File: src/hw/rtl/dda_pkg.sv
// ----------------------------------------------------------------------------
// DDA line rasterizer package
// Shared widths, item codes and the command and status bundles that pass
// between the controller and the datapath.
// ----------------------------------------------------------------------------
package dda_pkg;

	localparam int COORD_BITS   = 10;
	localparam int FRAC_BITS    = 16;
	localparam int POS_BITS     = COORD_BITS + FRAC_BITS;
	localparam int INC_BITS     = FRAC_BITS + 2;
	localparam int STEP_BITS    = COORD_BITS + 1;
	localparam int QUO_BITS     = FRAC_BITS + 1;
	localparam int CNT_BITS     = $clog2(FRAC_BITS + 1);
	localparam int IN_DATA_BITS = ((4 * COORD_BITS + 7) / 8) * 8;
	localparam int OUT_DATA_BITS = ((2 * COORD_BITS + 7) / 8) * 8;

	// Item kinds carried on the input tuser bit.
	localparam logic KIND_START = 1'b0;
	localparam logic KIND_NEXT  = 1'b1;

	typedef enum logic [1:0] {
		ST_IDLE = 2'b01,
		ST_DIV  = 2'b10
	} state_t;

	typedef struct packed {
		logic load;     // latch a new line and show its first pixel
		logic step;     // advance one pixel and show it
		logic div_run;  // one iteration of the serial divider
	} cmd_t;

	typedef struct packed {
		logic zero_len; // endpoints of the presented item coincide
		logic active;   // a line still has pixels to give
		logic div_last; // divider is on its final iteration
	} status_t;

endpackage

File: src/hw/rtl/dda_ctrl.sv
// ----------------------------------------------------------------------------
// DDA controller
// Handshake control, divider sequencing and output valid flag.
// ----------------------------------------------------------------------------
module dda_ctrl
	import dda_pkg::*;
(
	input  logic    clk,
	input  logic    arst_n,
	input  logic    s_tvalid,
	input  logic    s_tuser,
	output logic    s_tready,
	output logic    m_tvalid,
	input  logic    m_tready,
	input  status_t status,
	output cmd_t    cmd
);

	state_t state_q, state_d;
	logic   out_valid_q;
	logic   accept;

	assign s_tready = (state_q == ST_IDLE) && (!out_valid_q || m_tready);
	assign accept   = s_tvalid && s_tready;
	assign m_tvalid = out_valid_q;

	always_comb begin
		cmd.load    = accept && (s_tuser == KIND_START);
		cmd.step    = accept && (s_tuser == KIND_NEXT) && status.active;
		cmd.div_run = (state_q == ST_DIV);
	end

	always_comb begin
		state_d = state_q;
		case (state_q)
			ST_IDLE: begin
				if (cmd.load && !status.zero_len) begin
					state_d = ST_DIV;
				end
			end
			ST_DIV: begin
				if (status.div_last) begin
					state_d = ST_IDLE;
				end
			end
			default: begin
				state_d = ST_IDLE;
			end
		endcase
	end

	always_ff @(posedge clk or negedge arst_n) begin
		if (!arst_n) begin
			state_q     <= ST_IDLE;
			out_valid_q <= 1'b0;
		end else begin
			state_q <= state_d;
			if (cmd.load || cmd.step) begin
				out_valid_q <= 1'b1;
			end else if (m_tready) begin
				out_valid_q <= 1'b0;
			end
		end
	end

endmodule

File: src/hw/rtl/dda_datapath.sv
// ----------------------------------------------------------------------------
// DDA datapath
// Endpoint deltas, serial restoring divider, position accumulators and the
// output register.
// ----------------------------------------------------------------------------
module dda_datapath
	import dda_pkg::*;
(
	input  logic                      clk,
	input  logic                      arst_n,
	input  logic [IN_DATA_BITS-1:0]   s_tdata,
	input  cmd_t                      cmd,
	output status_t                   status,
	output logic [OUT_DATA_BITS-1:0]  m_tdata,
	output logic                      m_tlast
);

	localparam logic [QUO_BITS-1:0] ONE_MAG = QUO_BITS'(1) << FRAC_BITS;

	function automatic logic [INC_BITS-1:0] make_inc(input logic [QUO_BITS-1:0] mag,
		input logic neg);
		logic [INC_BITS-1:0] m;
		m = {{(INC_BITS - QUO_BITS){1'b0}}, mag};
		return neg ? (~m + INC_BITS'(1)) : m;
	endfunction

	logic [COORD_BITS-1:0] sx, sy, ex, ey;
	logic                  xneg, yneg, x_major;
	logic [COORD_BITS-1:0] adx, ady, major, minor;

	logic [POS_BITS-1:0]   pos_x_q, pos_y_q, pos_x_d, pos_y_d;
	logic [INC_BITS-1:0]   inc_x_q, inc_y_q;
	logic [STEP_BITS-1:0]  steps_q, steps_d;
	logic                  active_q;

	logic [COORD_BITS-1:0] major_q;
	logic [STEP_BITS-1:0]  rem_q, rem_sh, rem_d;
	logic [QUO_BITS-1:0]   quo_q, quo_d;
	logic [CNT_BITS-1:0]   cnt_q;
	logic                  x_major_q, major_neg_q, minor_neg_q, ge;

	logic [COORD_BITS-1:0] px_q, py_q;
	logic                  last_q;

	assign sx = s_tdata[COORD_BITS-1:0];
	assign sy = s_tdata[2*COORD_BITS-1:COORD_BITS];
	assign ex = s_tdata[3*COORD_BITS-1:2*COORD_BITS];
	assign ey = s_tdata[4*COORD_BITS-1:3*COORD_BITS];

	always_comb begin
		xneg    = ex < sx;
		yneg    = ey < sy;
		adx     = xneg ? (sx - ex) : (ex - sx);
		ady     = yneg ? (sy - ey) : (ey - sy);
		x_major = adx > ady;
		major   = x_major ? adx : ady;
		minor   = x_major ? ady : adx;
	end

	// The first iteration yields the integer quotient bit (minor never exceeds
	// major); each later one shifts the partial remainder and brings in a zero.
	always_comb begin
		rem_sh = (cnt_q == CNT_BITS'(FRAC_BITS)) ? rem_q : {rem_q[STEP_BITS-2:0], 1'b0};
		ge     = rem_sh >= {1'b0, major_q};
		rem_d  = ge ? (rem_sh - {1'b0, major_q}) : rem_sh;
		quo_d  = {quo_q[QUO_BITS-2:0], ge};
	end

	always_comb begin
		pos_x_d = pos_x_q + {{(POS_BITS - INC_BITS){inc_x_q[INC_BITS-1]}}, inc_x_q};
		pos_y_d = pos_y_q + {{(POS_BITS - INC_BITS){inc_y_q[INC_BITS-1]}}, inc_y_q};
		steps_d = steps_q - STEP_BITS'(1);
	end

	always_comb begin
		status.zero_len = (sx == ex) && (sy == ey);
		status.active   = active_q;
		status.div_last = (cnt_q == '0);
	end

	always_ff @(posedge clk or negedge arst_n) begin
		if (!arst_n) begin
			active_q <= 1'b0;
			cnt_q    <= '0;
		end else begin
			if (cmd.load) begin
				active_q <= !status.zero_len;
				cnt_q    <= CNT_BITS'(FRAC_BITS);
			end else if (cmd.step) begin
				active_q <= (steps_d != '0);
			end else if (cmd.div_run) begin
				cnt_q <= cnt_q - CNT_BITS'(1);
			end
		end
	end

	always_ff @(posedge clk) begin
		if (cmd.load) begin
			pos_x_q     <= {sx, {FRAC_BITS{1'b0}}};
			pos_y_q     <= {sy, {FRAC_BITS{1'b0}}};
			steps_q     <= {1'b0, major};
			major_q     <= major;
			rem_q       <= {1'b0, minor};
			quo_q       <= '0;
			x_major_q   <= x_major;
			major_neg_q <= x_major ? xneg : yneg;
			minor_neg_q <= x_major ? yneg : xneg;
			px_q        <= sx;
			py_q        <= sy;
			last_q      <= status.zero_len;
		end else if (cmd.step) begin
			pos_x_q <= pos_x_d;
			pos_y_q <= pos_y_d;
			steps_q <= steps_d;
			px_q    <= pos_x_d[POS_BITS-1:FRAC_BITS];
			py_q    <= pos_y_d[POS_BITS-1:FRAC_BITS];
			last_q  <= (steps_d == '0);
		end else if (cmd.div_run) begin
			rem_q <= rem_d;
			quo_q <= quo_d;
			if (status.div_last) begin
				if (x_major_q) begin
					inc_x_q <= make_inc(ONE_MAG, major_neg_q);
					inc_y_q <= make_inc(quo_d, minor_neg_q);
				end else begin
					inc_y_q <= make_inc(ONE_MAG, major_neg_q);
					inc_x_q <= make_inc(quo_d, minor_neg_q);
				end
			end
		end
	end

	assign m_tdata = {{(OUT_DATA_BITS - 2 * COORD_BITS){1'b0}}, py_q, px_q};
	assign m_tlast = last_q;

endmodule

File: src/hw/rtl/dda_line_rasterizer.sv
// ----------------------------------------------------------------------------
// DDA line rasterizer
// Steps a line between two endpoints one pixel per item, using fixed-point
// accumulators and a serial divider for the minor-axis slope.
// ----------------------------------------------------------------------------
// A start item (tuser low) carries two endpoints and returns the first pixel
// of the line at once, on the cycle after it is taken. The slope of the minor
// axis is then found by a bit-serial restoring divider that gives one quotient
// bit per cycle, and the input stays not ready until the final quotient bit is
// in. A line whose endpoints coincide needs no divide and returns its single
// pixel, marked last, without that pause. A next item (tuser high) advances
// both position accumulators by one add each and is taken every cycle while
// no divide runs and the result side keeps up; the output register lets a new
// item enter in the same cycle as the previous pixel leaves. A next item with
// no line in progress is taken and gives no pixel. The major axis is the one
// with the larger delta, y on a tie; it moves one whole pixel per step while
// the other axis moves by the truncated quotient, and the pixel shown is the
// integer part of each position. The last pixel of a line carries tlast. A
// start item abandons any line in progress.
module dda_line_rasterizer
	import dda_pkg::*;
(
	input  logic                     clk,
	input  logic                     arst_n,
	input  logic                     s_tvalid,
	output logic                     s_tready,
	input  logic [IN_DATA_BITS-1:0]  s_tdata,   // start_x, start_y, end_x, end_y
	input  logic                     s_tuser,   // kind
	output logic                     m_tvalid,
	input  logic                     m_tready,
	output logic [OUT_DATA_BITS-1:0] m_tdata,   // pixel_x, pixel_y, zero padding
	output logic                     m_tlast
);

	cmd_t    cmd;
	status_t status;

	// Sequencing: handshakes, divider run and output valid.
	dda_ctrl u_ctrl (
		.clk      (clk),
		.arst_n   (arst_n),
		.s_tvalid (s_tvalid),
		.s_tuser  (s_tuser),
		.s_tready (s_tready),
		.m_tvalid (m_tvalid),
		.m_tready (m_tready),
		.status   (status),
		.cmd      (cmd)
	);

	// Arithmetic: deltas, divider, accumulators and the pixel register.
	dda_datapath u_datapath (
		.clk     (clk),
		.arst_n  (arst_n),
		.s_tdata (s_tdata),
		.cmd     (cmd),
		.status  (status),
		.m_tdata (m_tdata),
		.m_tlast (m_tlast)
	);

endmodule

File: config.mk
export PLATFORM = sky130hd
export DESIGN_NAME = dda_line_rasterizer
export DESIGN_NICKNAME = d
export VERILOG_FILES = /design/src/hw/rtl/dda_pkg.sv /design/src/hw/rtl/dda_ctrl.sv /design/src/hw/rtl/dda_datapath.sv /design/src/hw/rtl/dda_line_rasterizer.sv
export SDC_FILE = /design/constraint.sdc
export NUM_CORES = 1
export LEC_CHECK = 0
export BUFFER_PORTS_ARGS = -buffer_cell sky130_fd_sc_hd__buf_2
export CORE_ASPECT_RATIO = 0.5
export CORE_UTILIZATION = 65
export CTS_CLUSTER_SIZE = 12
export DETAILED_ROUTE_END_ITERATION = 6
export GPL_TIMING_DRIVEN = 0
export PLACE_DENSITY_LB_ADDON = 0.08
export SLEW_MARGIN = 20
export SYNTH_ARGS = -nofsm -noshare
export SYNTH_HDL_FRONTEND = slang
export SYNTH_SLANG_ARGS = --single-unit
File: constraint.sdc
create_clock -name clk -period 13.2 [get_ports clk]
set_input_delay 3.96 -clock clk [delete_from_list [all_inputs] [get_ports clk]]
set_output_delay 3.96 -clock clk [all_outputs]
set_load 0.02 [all_outputs]
==> results of run 1 <==
==> cell families after synthesis <==
family,after synthesis,synth area share
and+or+nand+nor,394,0.153
AOI/OAI and AO/OA,368,0.198
DFF,169,0.371
buffers and inverters,147,0.0492
adders and majority gates,120,0.127
xor gates and xnor gates,89,0.0638
muxes,43,0.0375
other,1,0.000307
==> worst paths after layout <==
path                       depth (start not counted)                endpoint                   from
max                                               18   u_datapath.steps_q[7]            s_tdata[10]
min                                                2   u_datapath.pos_y_q[7]  u_datapath.pos_y_q[7]
max reg2reg                                       17  u_datapath.inc_y_q[12]    u_datapath.cnt_q[0]
min reg2reg                                        2   u_datapath.pos_y_q[7]  u_datapath.pos_y_q[7]
max in group asynchronous                          1       u_ctrl.state_q[0]                 arst_n
min in group asynchronous                          1     u_datapath.cnt_q[0]                 arst_n
==> report_power, final <==
part	switching, µW	internal (µW)
clock network	230	257
registers	57.9	728
logic	852	581
total	1140	1570
==> cell usage in the layout (no fill, tap or decap), types with 10 or more instances in the layout <==
cell,n
o21bai_1,11
o31ai_1,13
a31oi_1,13
clkbuf_16,18
mux2_2,18
nand4_1,10
nor2_1,99
nand3_1,25
and3_1,12
nor3_1,20
dfxtp_1,50
buf_2,78
a21oi_1,98
a21o_1,33
and2_1,13
nand2_1,143
mux2i_1,24
clkbuf_1,25
a211oi_1,12
nand2b_1,11
ha_1,113
or3_1,10
edfxtp_1,110
inv_1,94
o21ai_0,94
xnor2_1,46
xor2_1,43
==> area by class of cell <==
cell class,count,area (µm²)
Clock inverter,13,108
Timing Repair Buffer,69,383
Tap cell,240,300
Buffer,51,241
Fill cell,1386,4910
Multi-Input combinational cell,1018,7110
Clock buffer,19,454
Inverter,96,360
Sequential cell,169,4530
==> flip-flops by register name (all words and copies together), names as in the netlist <==
name and flops:
u_datapath.py_q 10, u_ctrl.state_q 2, u_datapath.major_q 10, u_datapath.inc_y_q 18, u_datapath.active_q 1, u_datapath.major_neg_q 1, u_datapath.px_q 10, u_datapath.cnt_q 5
u_datapath.inc_x_q 18, u_datapath.minor_neg_q 1, u_datapath.steps_q 11, u_datapath.m_tlast 1, u_ctrl.m_tvalid 1, u_datapath.pos_y_q 26, u_datapath.x_major_q 1, u_datapath.quo_q 16
u_datapath.pos_x_q 26, u_datapath.rem_q 11
==> metrics by stage <==
stage | hold slack [ns] | utilization | area (µm²)
after floorplan | 0.429 | - | 12200
after global placement | 0.440 | 0.700 | 12900
after detailed placement | 0.450 | 0.703 | 12900
after CTS | 0.459 | 0.733 | 13500
after global routing | 0.490 | 0.733 | 13500
final | 0.463 | 0.733 | 13500
==> worst reg2reg max path, stage by stage, from the launching register on <==
cell and delay [ns]:
dfrtp_1 0.41, inv_1 0.09, ha_1 0.17, and4bb_2 0.33, buf_1 0.48, mux2_2 0.42, ha_1 0.35, a21oi_1 0.21
o21ai_0 0.16, a221o_1 0.36, a41oi_2 0.51, buf_2 0.43, ha_1 0.25, nand2b_1 0.10, o31a_1 0.35, a21oi_1 0.19
xor2_1 0.28, nor2_1 0.08
==> per-layer routing <==
layer / track usage / vias up / part of all wire
met4: 0.0962 / 0 / 0.016
met2: 0.536 / 396 / 0.45
li1: - / 5003 / -
met5: 0 / - / 0
met3: 0.0698 / 45 / 0.082
met1: 0.461 / 4963 / 0.45
==> summary.md, run 1 <==
| Metric | Value |
|---|---|
| Syn Area/Cell | `9.18 µm²` |
| CTS tree | `yes` |
| Post_cts resized | `0` |
| Share of the clock period used by the worst path | `0.643` |
| DIE WIDTH | `196 µm` |
| Starting density of the core | `0.664` |
| Final setup TNS | `0 ns` |
| Vias per inst | `6.21` |
| Most common cell in the netlist | `nand2_1` |
| Slowest CP cell | `nor2_1` |
| Wire per inst | `19.0 µm` |
| Worst Skew | `0.0102 ns` |
| Worst R2R Setup Slack | `7.77 ns` |
| WP data required | `13.36 ns` |
| Top post-synthesis cells by area | `edfxtp_1, ha_1, dfxtp_1, nand2_1, a21oi_1` |
| CP peak stage delay | `0.51 ns` |
| H-tree depth | `4` |
| Number of global-route vias before repair | `9815` |
| Global route overflow | `0` |
| Clock tree sinks | `169` |
| Die H | `99.0 µm` |
| First-pass GRT wire length | `50.3 mm` |
| Crit path max-delay family | `compound AO/OA/AOI/OAI gates` |
| Placement Setup Slack | `4.37 ns` |
| Drt first pass iters | `5` |
| ANT nets after route | `0` |
| GRT Overall Usage | `0.335` |
| Worst slew pin tran | `0.906 ns` |
| PwrDens | `201 nW/µm²` |
| Share of the synthesized area in the top cell type | `0.270` |
| Placer Congestion | `0.951` |
| Status | `finished, final reports clean` |
| Cells after synthesis | `1331` |
| Clock-pin slew on the worst setup and hold paths | `0.07 ns` |
| Synth unique cells | `90` |
| Bufs and invs on worst path | `2` |
| RSZ-0062 raised after global routing | `false` |
| Number of synthesized flops with an enable pin | `110` |
| Part of the Yosys area used for sequential elements | `0.371` |
| Die footprint | `19400 µm²` |
| ANT cells | `0` |
| Total CTS buffers | `17` |
| Fin worst setup slack | `4.71 ns` |
| Final Max Tran Viols | `0` |
| Yosys synthesis warning count | `0` |
| Post-CTS setup buffer count | `0` |
| DR vias | `10.4k` |
| Worst Hold Class | `reg2reg` |
| Post-layout instance count excluding filler cells | `1675` |
| Crit. End Element | `flip-flop` |
| Largest net degree at the start of global routing | `31` |
| Number of top-level design ports | `72` |
| P_leak | `0.00579 µW` |
| Placement Rows | `35` |
| Top cells by count, synth | `nand2_1, ha_1, edfxtp_1, nor2_1, a21oi_1` |
| Crit Path Max Fanout | `10` |
| Critical path type | `in2reg` |
| Final Hold Fails | `0` |
| CTS root buffer | `clkbuf_16` |
| Worst skew pair latency | `0.45 ns` |
| Initial antenna violation count | `0` |
| Nets | `1587` |
| Post-synth ARST share | `0.0533` |
| Max-cap violation count | `0` |
| Final setup violating endpoints | `0` |
| Share of cells above drive strength 1 | `0.121` |
| Tot Pwr | `2710 µW` |
| Slew HR | `0.390` |
| Top FF cell, synth | `edfxtp_1` |
| Max Freq | `118 MHz` |
| CP cell instances | `buf_2 > ha_1 > fa_1 > nand2b_1 > a21oi_1 > nor3_1 > o31a_2 > buf_4 > nor3_1 > a31oi_1 > xnor2_1 > ha_1 > and4_1 > a221o_1 > a2111oi_4 > nor3_2 > nor2_1 > a222oi_1` |
| Largest area contributor in the netlist | `edfxtp_1` |
| Worst EP arrival | `8.65 ns` |
| Period minus WS final | `8.49 ns` |
| Area growth syn-to-layout | `10.3%` |
| Total core area | `18400 µm²` |
| Synth Register Bits | `169` |
| Hold buffer count at CTS | `0` |
| Remaining DRCs | `0` |
| Placed Instances | `1643` |
| CP Launch Type | `input port` |
| Longest Clk Path Bufs | `2` |
| Initial detailed-routing violation count | `980` |
| Max VDD drop | `0.000174 V` |
| IO buf count | `67` |
| Syn Std Cell Area | `12200 µm²` |
| Post-DP HPWL | `24.6 mm` |
| Detailed-route wire length | `31.7 mm` |
Power figures use the tool's default switching activity.
==> run 2, diff against run 1 <==
--- a/config.mk
+++ b/config.mk
@@ -5,9 +5,10 @@
 export SDC_FILE = /design/constraint.sdc
 export NUM_CORES = 1
 export LEC_CHECK = 0
+export ABC_AREA = 1
 export BUFFER_PORTS_ARGS = -buffer_cell sky130_fd_sc_hd__buf_2
 export CORE_ASPECT_RATIO = 0.5
-export CORE_UTILIZATION = 65
+export CORE_UTILIZATION = 63
 export CTS_CLUSTER_SIZE = 12
 export DETAILED_ROUTE_END_ITERATION = 6
 export GPL_TIMING_DRIVEN = 0
==> constraint.sdc (replaced) <==
create_clock -name clk -period 8.6 [get_ports clk]
set_input_delay 2.58 -clock clk [delete_from_list [all_inputs] [get_ports clk]]
set_output_delay 2.58 -clock clk [all_outputs]
set_load 0.02 [all_outputs]
==> run 2 against run 1 <==
Compared with the run above:
- total power rose by 74%
- final area is 5.2% higher
- register-to-register slack got worse by 3.9 ns
- critical path depth up 2
- worst hold slack gained 0.0013 ns
- non-clock buffer count down 5
- largest power group unchanged
==> summary.md, run 2 <==
| Metric | Value |
|---|---|
| Status | `finished, final reports clean (unchanged)` |
| Filler Cell Count | `1570 (was 1386)` |
| Global route overflow | `0 (unchanged)` |
| Worst skew pair latency | `0.45 ns (about the same)` |
| Clock tree sinks | `169 (unchanged)` |
| ANT nets after route | `0 (unchanged)` |
| Switching Share | `0.462 (was 0.421)` |
| Detailed-route wire length | `35.9 mm (was 31.7 mm)` |
| Area growth syn-to-layout | `10.6% (was 10.3%)` |
| Top Registers | `u_datapath.pos_x_q (26), u_datapath.pos_y_q (26) (unchanged)` |
| Max VDD drop | `0.000291 V (was 0.000174 V)` |
| Largest net degree at the start of global routing | `55 (was 31)` |
| Number of global-route vias before repair | `10.9k (was 9815)` |
| DR vias | `12.0k (was 10.4k)` |
| Starting density of the core | `0.651 (was 0.664)` |
| Nets | `1954 (was 1587)` |
| IO buf count | `67 (unchanged)` |
| Hold buffer count at CTS | `0 (unchanged)` |
| Crit Path Max Fanout | `10 (unchanged)` |
| Post_cts resized | `0 (unchanged)` |
| Share of the synthesized area in the top cell type | `0.258 (was 0.270)` |
| Top cells by count, synth | `nand2_1, inv_1, nor2_1, a21oi_1, o21ai_0 (was nand2_1, ha_1, edfxtp_1, nor2_1, a21oi_1)` |
| Drt first pass iters | `5 (unchanged)` |
| Die footprint | `21000 µm² (was 19400 µm²)` |
| WP data required | `8.77 ns (was 13.36 ns)` |
| Sequential power share | `0.272 (was 0.290)` |
| Switch Pwr | `2170 µW (was 1140 µW)` |
| Total CTS buffers | `17 (unchanged)` |
| Post-synth ARST share | `0.0533 (unchanged)` |
| Combinational cell fraction of total power | `0.547 (was 0.529)` |
| Post-DP HPWL | `27.7 mm (was 24.6 mm)` |
| PwrDens | `331 nW/µm² (was 201 nW/µm²)` |
| Die H | `103 µm (was 99.0 µm)` |
| Final Hold Fails | `0 (unchanged)` |
| First-pass GRT wire length | `55.8 mm (was 50.3 mm)` |
| Int Pwr | `2530 µW (was 1570 µW)` |
| Commonest non-fill, non-tap cells in the layout | `nand2_1, inv_1, nor2_1, a21oi_1, o21ai_0 (was nand2_1, ha_1, edfxtp_1, nor2_1, a21oi_1)` |
| Top FF cell, synth | `edfxtp_1 (unchanged)` |
| Worst slew pin tran | `1.00 ns (was 0.906 ns)` |
| Final setup TNS | `0 ns (unchanged)` |
| RSZ-0062 raised after global routing | `false (unchanged)` |
| GRT Overall Usage | `0.350 (was 0.335)` |
| Clock-pin slew on the worst setup and hold paths | `0.07 ns (about the same)` |
| Final Max Tran Viols | `0 (unchanged)` |
| Worst EP arrival | `6.18 ns (was 8.65 ns)` |
| Placement Rows | `36 (was 35)` |
| Clock network fraction of design power | `0.181 (was 0.180)` |
| Number of top-level design ports | `72 (unchanged)` |
| Largest area contributor in the netlist | `edfxtp_1 (unchanged)` |
| CTS root buffer | `clkbuf_16 (unchanged)` |
| CP Launch Type | `input port (unchanged)` |
| Final setup violating endpoints | `0 (unchanged)` |
| Crit. End Element | `flip-flop (unchanged)` |
| Synth Register Bits | `169 (unchanged)` |
| Max Freq | `167 MHz` |
| Remaining DRCs | `0 (unchanged)` |
| Storage element area | `4530 µm² (unchanged)` |
| Wire per inst | `17.4 µm (was 19.0 µm)` |
| Worst Skew | `0.0104 ns (was 0.0102 ns)` |
| Cells after synthesis | `1699 (was 1331)` |
| Most common cell in the netlist | `nand2_1 (unchanged)` |
| Share of the clock period used by the worst path | `0.698` |
| Longest Clk Path Bufs | `2 (unchanged)` |
| Placer Congestion | `0.973 (was 0.951)` |
| Top post-synthesis cells by area | `edfxtp_1, nand2_1, ha_1, dfxtp_1, inv_1 (was edfxtp_1, ha_1, dfxtp_1, nand2_1, a21oi_1)` |
| Period minus WS final | `6.01 ns` |
| Post-CTS setup buffer count | `0 (unchanged)` |
| Part of the Yosys area used for sequential elements | `0.353 (was 0.371)` |
| Share of cells above drive strength 1 | `0.0905 (was 0.121)` |
| Hold_ws | `0.464 ns (was 0.463 ns)` |
| Number of synthesized flops with an enable pin | `110 (unchanged)` |
| CTS tree | `yes (unchanged)` |
| Synth unique cells | `51 (was 90)` |
| Yosys synthesis warning count | `0 (unchanged)` |
| Area of the multi-input gates | `7200 µm² (was 7110 µm²)` |
| Vias per inst | `5.81 (was 6.21)` |
| Max-cap violation count | `0 (unchanged)` |
| Initial detailed-routing violation count | `1421 (was 980)` |
| Slew HR | `0.323 (was 0.390)` |
| Syn Std Cell Area | `12800 µm² (was 12200 µm²)` |
| Commonest non-fill, non-tap cell in the layout | `nand2_1 (unchanged)` |
| DIE WIDTH | `204 µm (was 196 µm)` |
| Worst Hold Class | `reg2reg (unchanged)` |
| Critical path type | `in2reg (unchanged)` |
| Total core area | `19700 µm² (was 18400 µm²)` |
| P_leak | `0.00693 µW (was 0.00579 µW)` |
| H-tree depth | `4 (unchanged)` |
| Initial antenna violation count | `3 (was 0)` |
| Syn Area/Cell | `7.55 µm² (was 9.18 µm²)` |
==> run 2: changes by cell type in the layout (fill, tap and decap cells not counted), moves of 13 or more <==
cell and change:
nand2_1 +274, xnor2_1 -21, o21ai_0 +28, inv_1 +129
a21o_1 -24, a21oi_1 +28, nand3_1 +60, nand3b_1 +13
mux2i_1 -24, xor2_1 +13, mux2_2 -18, nor2_1 +32
==> run 2: stage by stage <==
stage,instance area [µm²],instances,power (µW),utilization,worst slack [ns]
floorplan,12800,1702,3130,-,3.05
global placement,13500,2035,3690,0.686,2.32
detailed placement,13500,2036,3770,0.688,2.27
CTS,14200,2068,4640,0.720,2.69
global route,14200,2068,5020,0.720,2.34
finish,14200,2069,4700,0.721,2.59
==> run 2: layer usage <==
metal  wire length, µm  GRT usage  vias up  share of wire
met4               737      0.106        4          0.021
met2             15700      0.551      547           0.44
met3              3510     0.0847       64          0.098
met1             16000      0.482     5581           0.45
li1                  -          -     5825              -
met5                24          0        -        0.00067
==> run 2: worst paths after layout <==
kind / end / slack (ns) / cells after the start / from
max: u_datapath.major_neg_q / 2.59 / 20 / s_tdata[2]
min: u_datapath.pos_x_q[4] / 0.46 / 2 / u_datapath.pos_x_q[4]
max reg2reg: u_datapath.inc_y_q[16] / 3.83 / 25 / u_datapath.cnt_q[0]
min reg2reg: u_datapath.pos_x_q[4] / 0.46 / 2 / u_datapath.pos_x_q[4]
max in group asynchronous: u_ctrl.state_q[0] / 6.38 / 1 / arst_n
min in group asynchronous: u_ctrl.m_tvalid / 1.96 / 1 / arst_n
==> run 2: cells by family after synthesis <==
| family | share of synthesized area |
|---|---|
| xor gates and xnor gates | 0.0553 |
| DFF | 0.353 |
| AOI/OAI and AO/OA | 0.142 |
| adders and majority gates | 0.121 |
| and+or+nand+nor | 0.241 |
| other | 0.000292 |
| buffers and inverters | 0.0869 |
==> run 2: worst max-delay path, stage by stage <==
cell	delay [ns]
buf_2	0.11
inv_1	0.05
ha_1	0.27
buf_2	0.18
a21oi_1	0.17
nand2_1	0.10
a21oi_1	0.37
o21ai_0	0.18
xor2_1	0.17
nand2_1	0.07
nand2_1	0.12
inv_1	0.06
ha_1	0.29
nand4_1	0.13
nor2_1	0.17
o21ai_0	0.11
nand4_1	0.12
nand2_2	0.15
clkbuf_1	0.25
o21ai_0	0.53
==> run 2: layout make-up <==
cell class	instances	share of cell area
plain buffers	47	0.0172
well taps	266	0.0235
repair buffers	68	0.0256
multi-input cells	1254	0.507
clock inverters	15	0.0151
flip-flops and latches	169	0.319
inverters	232	0.0616
diodes	1	0.000176
clock buffers	17	0.0300
==> run 2: power by group through the flow <==
stage | sequential [µW] | combinational, µW | clock [µW]
global route | 1300 | 2840 | 881
global placement | 1280 | 2410 | 0
CTS | 1270 | 2510 | 851
floorplan | 1280 | 1850 | 0
finish | 1280 | 2570 | 848
detailed placement | 1290 | 2480 | 0
==> run 3, diff against run 2 <==
--- a/config.mk
+++ b/config.mk
@@ -5,7 +5,7 @@
 export SDC_FILE = /design/constraint.sdc
 export NUM_CORES = 1
 export LEC_CHECK = 0
-export ABC_AREA = 1
+export ABC_AREA = 0
 export BUFFER_PORTS_ARGS = -buffer_cell sky130_fd_sc_hd__buf_2
 export CORE_ASPECT_RATIO = 0.5
 export CORE_UTILIZATION = 63
==> constraint.sdc (replaced) <==
create_clock -name clk -period 5.6 [get_ports clk]
set_input_delay 1.68 -clock clk [delete_from_list [all_inputs] [get_ports clk]]
set_output_delay 1.68 -clock clk [all_outputs]
set_load 0.02 [all_outputs]
==> run 3 against run 2 <==
Compared with the run above:
- register-to-register slack worse by 3.3 ns
- worst hold slack got worse by 0.0037 ns
- the run now ends with DRC left
- total power rose by 40%
- critical endpoint is now u_datapath.steps_q[8]
- first-iteration DRC count is 28% lower
- critical path depth stayed put
- core utilization up 3.1 points
- highest routed layer unchanged
- clock skew rose by 0.00083 ns
- non-clock buffer count increased by 31
- count of clock-buffer cells in the layout up 6
- final area decreased by 0.97%
==> summary.md, run 3 (synthesis results as in run 1) <==
| Metric | Value |
|---|---|
| H-tree depth | `4 (unchanged)` |
| Filler Cell Count | `1373 (was 1570)` |
| Max VDD drop | `0.000418 V (was 0.000291 V)` |
| Sequential power share | `0.282 (was 0.272)` |
| Total core area | `18700 µm² (was 19700 µm²)` |
| Post-DP HPWL | `24.6 mm (was 27.7 mm)` |
| DR vias | `10.6k (was 12.0k)` |
| Placed instance area | `13000 µm² (was 13500 µm²)` |
| Area growth syn-to-layout | `14.9% (was 10.6%)` |
| Placement Rows | `35 (was 36)` |
| WP data required | `5.80 ns (was 8.77 ns)` |
| Crit Path Max Fanout | `7 (was 10)` |
| Total CTS buffers | `17 (unchanged)` |
| ANT nets after route | `0 (unchanged)` |
| Switch Pwr | `2740 µW (was 2170 µW)` |
| Met3 wire length | `2.81 mm (was 3.51 mm)` |
| Clock network fraction of design power | `0.173 (was 0.181)` |
| Detailed-route wire length | `33.0 mm (was 35.9 mm)` |
| Drt first pass iters | `7 (was 5)` |
| Bufs and invs on worst path | `5 (unchanged)` |
| Starting density of the core | `0.654 (was 0.651)` |
| Initial detailed-routing violation count | `1022 (was 1421)` |
| Worst EP arrival | `5.79 ns (was 6.18 ns)` |
| Share of the clock period used by the worst path | `0.998` |
| Status | `finished with violations (was finished, final reports clean)` |
| Max-cap violation count | `0 (unchanged)` |
| Max Freq | `179 MHz` |
| Die footprint | `20000 µm² (was 21000 µm²)` |
| Nets | `1613 (was 1954)` |
| Placer Congestion | `0.942 (was 0.973)` |
| Final setup violating endpoints | `0 (unchanged)` |
| Wire per inst | `19.2 µm (was 17.4 µm)` |
| Period minus WS final | `5.59 ns` |
| CP cell instances | `buf_2 > inv_1 > ha_1 > buf_4 > nand4_1 > a21o_1 > and2_4 > o21ai_4 > nor2_1 > a31o_2 > xor2_4 > inv_1 > ha_1 > and4_1 > a221o_1 > a2111oi_4 > nor3_4 > buf_4 > mux2_4 > mux2_2 (was buf_2 > inv_1 > ha_1 > buf_2 > a21oi_1 > nand2_1 > a21oi_1 > o21ai_0 > xor2_1 > nand2_1 > nand2_1 > inv_1 > ha_1 > nand4_1 > nor2_1 > o21ai_0 > nand4_1 > nand2_2 > clkbuf_1 > o21ai_0)` |
| RSZ-0062 raised after global routing | `true (was false)` |
| Worst Hold Class | `reg2reg (unchanged)` |
| Int Pwr | `3840 µW (was 2530 µW)` |
| Vias per inst | `6.18 (was 5.81)` |
| Number of top-level design ports | `72 (unchanged)` |
| CTS tree | `yes (unchanged)` |
| Failing checks | `DRC` |
| Final Max Tran Viols | `0 (unchanged)` |
| Initial antenna violation count | `2 (was 3)` |
| WL met2 | `14.8 mm (was 15.7 mm)` |
| Final Hold Fails | `0 (unchanged)` |
| Commonest non-fill, non-tap cells in the layout | `nand2_1, edfxtp_1, ha_1, nor2_1, a21oi_1 (was nand2_1, inv_1, nor2_1, a21oi_1, o21ai_0)` |
| Worst skew pair latency | `0.45 ns (about the same)` |
| IO buf count | `67 (unchanged)` |
| Finished Core Util | `0.751 (was 0.721)` |
| Crit path max-delay family | `compound AO/OA/AOI/OAI gates (unchanged)` |
| DIE WIDTH | `199 µm (was 204 µm)` |
| Share of cells above drive strength 1 | `0.164 (was 0.0905)` |
| GRT Overall Usage | `0.337 (was 0.350)` |
| CP Launch Type | `input port (unchanged)` |
| Top Registers | `u_datapath.pos_x_q (26), u_datapath.pos_y_q (26) (unchanged)` |
| CTS root buffer | `clkbuf_16 (unchanged)` |
| Largest net degree at the start of global routing | `56 (was 55)` |
| Hold_ws | `0.461 ns (was 0.464 ns)` |
| Clock-pin slew on the worst setup and hold paths | `0.07 ns (about the same)` |
| Worst Skew | `0.0112 ns (was 0.0104 ns)` |
| Slowest CP cell | `a221o_1 (was o21ai_0)` |
| ANT cells | `0 (was 1)` |
| Longest Clk Path Bufs | `2 (unchanged)` |
| CP peak stage delay | `0.36 ns (was 0.53 ns)` |
| Cell area after layout | `14000 µm² (was 14200 µm²)` |
| First-pass GRT wire length | `51.3 mm (was 55.8 mm)` |
| PwrDens | `469 nW/µm² (was 331 nW/µm²)` |
| Global route overflow | `0 (unchanged)` |
| Remaining DRCs | `8 (was 0)` |
| Die H | `100 µm (was 103 µm)` |
| Worst slew pin tran | `0.860 ns (was 1.00 ns)` |
| Met1 wire length | `14.7 mm (was 16.0 mm)` |
| Combinational cell fraction of total power | `0.546 (was 0.547)` |
| Number of global-route vias before repair | `9989 (was 10.9k)` |
| Top routing layer in use | `met5 (unchanged)` |
| Clock tree sinks | `169 (unchanged)` |
| Switching Share | `0.417 (was 0.462)` |
| Slew HR | `0.427 (was 0.323)` |
| Crit. End Element | `flip-flop (unchanged)` |
| Critical path type | `in2reg (unchanged)` |
| P_leak | `0.00599 µW (was 0.00693 µW)` |
| Commonest non-fill, non-tap cell in the layout | `nand2_1 (unchanged)` |
-- run 3: timing repair --
action | CTS | global route
hold buffers | 0 | 0
resized for setup | 34 | 32
buffers inserted | 11 | 18
endpoints found under the setup margin | 33 | 32
cloned | 0 | 1
pin swaps | 13 | 18
endpoints found under the hold margin | 0 | 0
-- run 3: per-layer routing --
layer  up-vias  global-route usage
met5         -                   0
met4         4               0.109
met3        65              0.0683
met2       461               0.531
met1      5063               0.467
li1       5041                   -
-- run 3: worst paths after layout --
| path | start | cells past startpoint | to | slack, ns |
|---|---|---|---|---|
| setup / recovery | s_tdata[4] | 20 | u_datapath.steps_q[8] | 0.008 |
| hold / removal | u_datapath.pos_y_q[15] | 2 | u_datapath.pos_y_q[15] | 0.46 |
| setup reg to reg | u_datapath.cnt_q[0] | 16 | u_datapath.inc_x_q[14] | 0.51 |
| hold reg to reg | u_datapath.pos_y_q[15] | 2 | u_datapath.pos_y_q[15] | 0.46 |
| max in group asynchronous | arst_n | 1 | u_ctrl.state_q[0] | 4.29 |
| min in group asynchronous | arst_n | 1 | u_ctrl.state_q[1] | 1.07 |
-- run 3: final cells by class --
type | count | area [µm²] | area share
Timing Repair Buffer | 98 | 618 | 0.0440
Tap cell | 259 | 324 | 0.0231
Multi-Input combinational cell | 1018 | 7400 | 0.527
Buffer | 48 | 253 | 0.0180
Inverter | 96 | 363 | 0.0258
Clock inverter | 9 | 63.8 | 0.00454
Sequential cell | 169 | 4530 | 0.323
Clock buffer | 23 | 489 | 0.0348
-- run 3: power by group through the flow --
stage | Sequential (µW) | Clock (µW) | Combinational, µW
floorplan | 1880 | 0 | 2500
global placement | 1870 | 0 | 3180
detailed placement | 1880 | 0 | 3310
CTS | 1850 | 1140 | 3440
global route | 1880 | 1190 | 3910
finish | 1850 | 1140 | 3590
-- run 3: per-stage QoR --
| stage | total power (µW) | cells | setup slack (ns) | TNS [ns] |
|---|---|---|---|---|
| after floorplan | 4370 | 1334 | 0.000152 | 0 |
| after global placement | 5050 | 1660 | -0.723 | -18.75 |
| after detailed placement | 5190 | 1661 | -0.830 | -22.11 |
| after CTS | 6430 | 1703 | -0.00938 | -0.00938 |
| after global routing | 6980 | 1720 | -0.0833 | -0.267 |
| final | 6580 | 1720 | 0.00840 | 0 |
-- run 3: worst reg2reg max path: cells and delay by family, from the launching register on --
| kind | cells | cell delay [ns] |
|---|---|---|
| multiplexers | 1 | 0.41 |
| XOR/XNOR | 1 | 0.31 |
| flip-flops | 1 | 0.40 |
| AND/OR/NAND/NOR | 3 | 0.65 |
| buffers and inverters | 2 | 0.50 |
| adder cells (fa/ha/maj) | 3 | 0.77 |
| AO/OA/AOI/OAI | 6 | 1.76 |
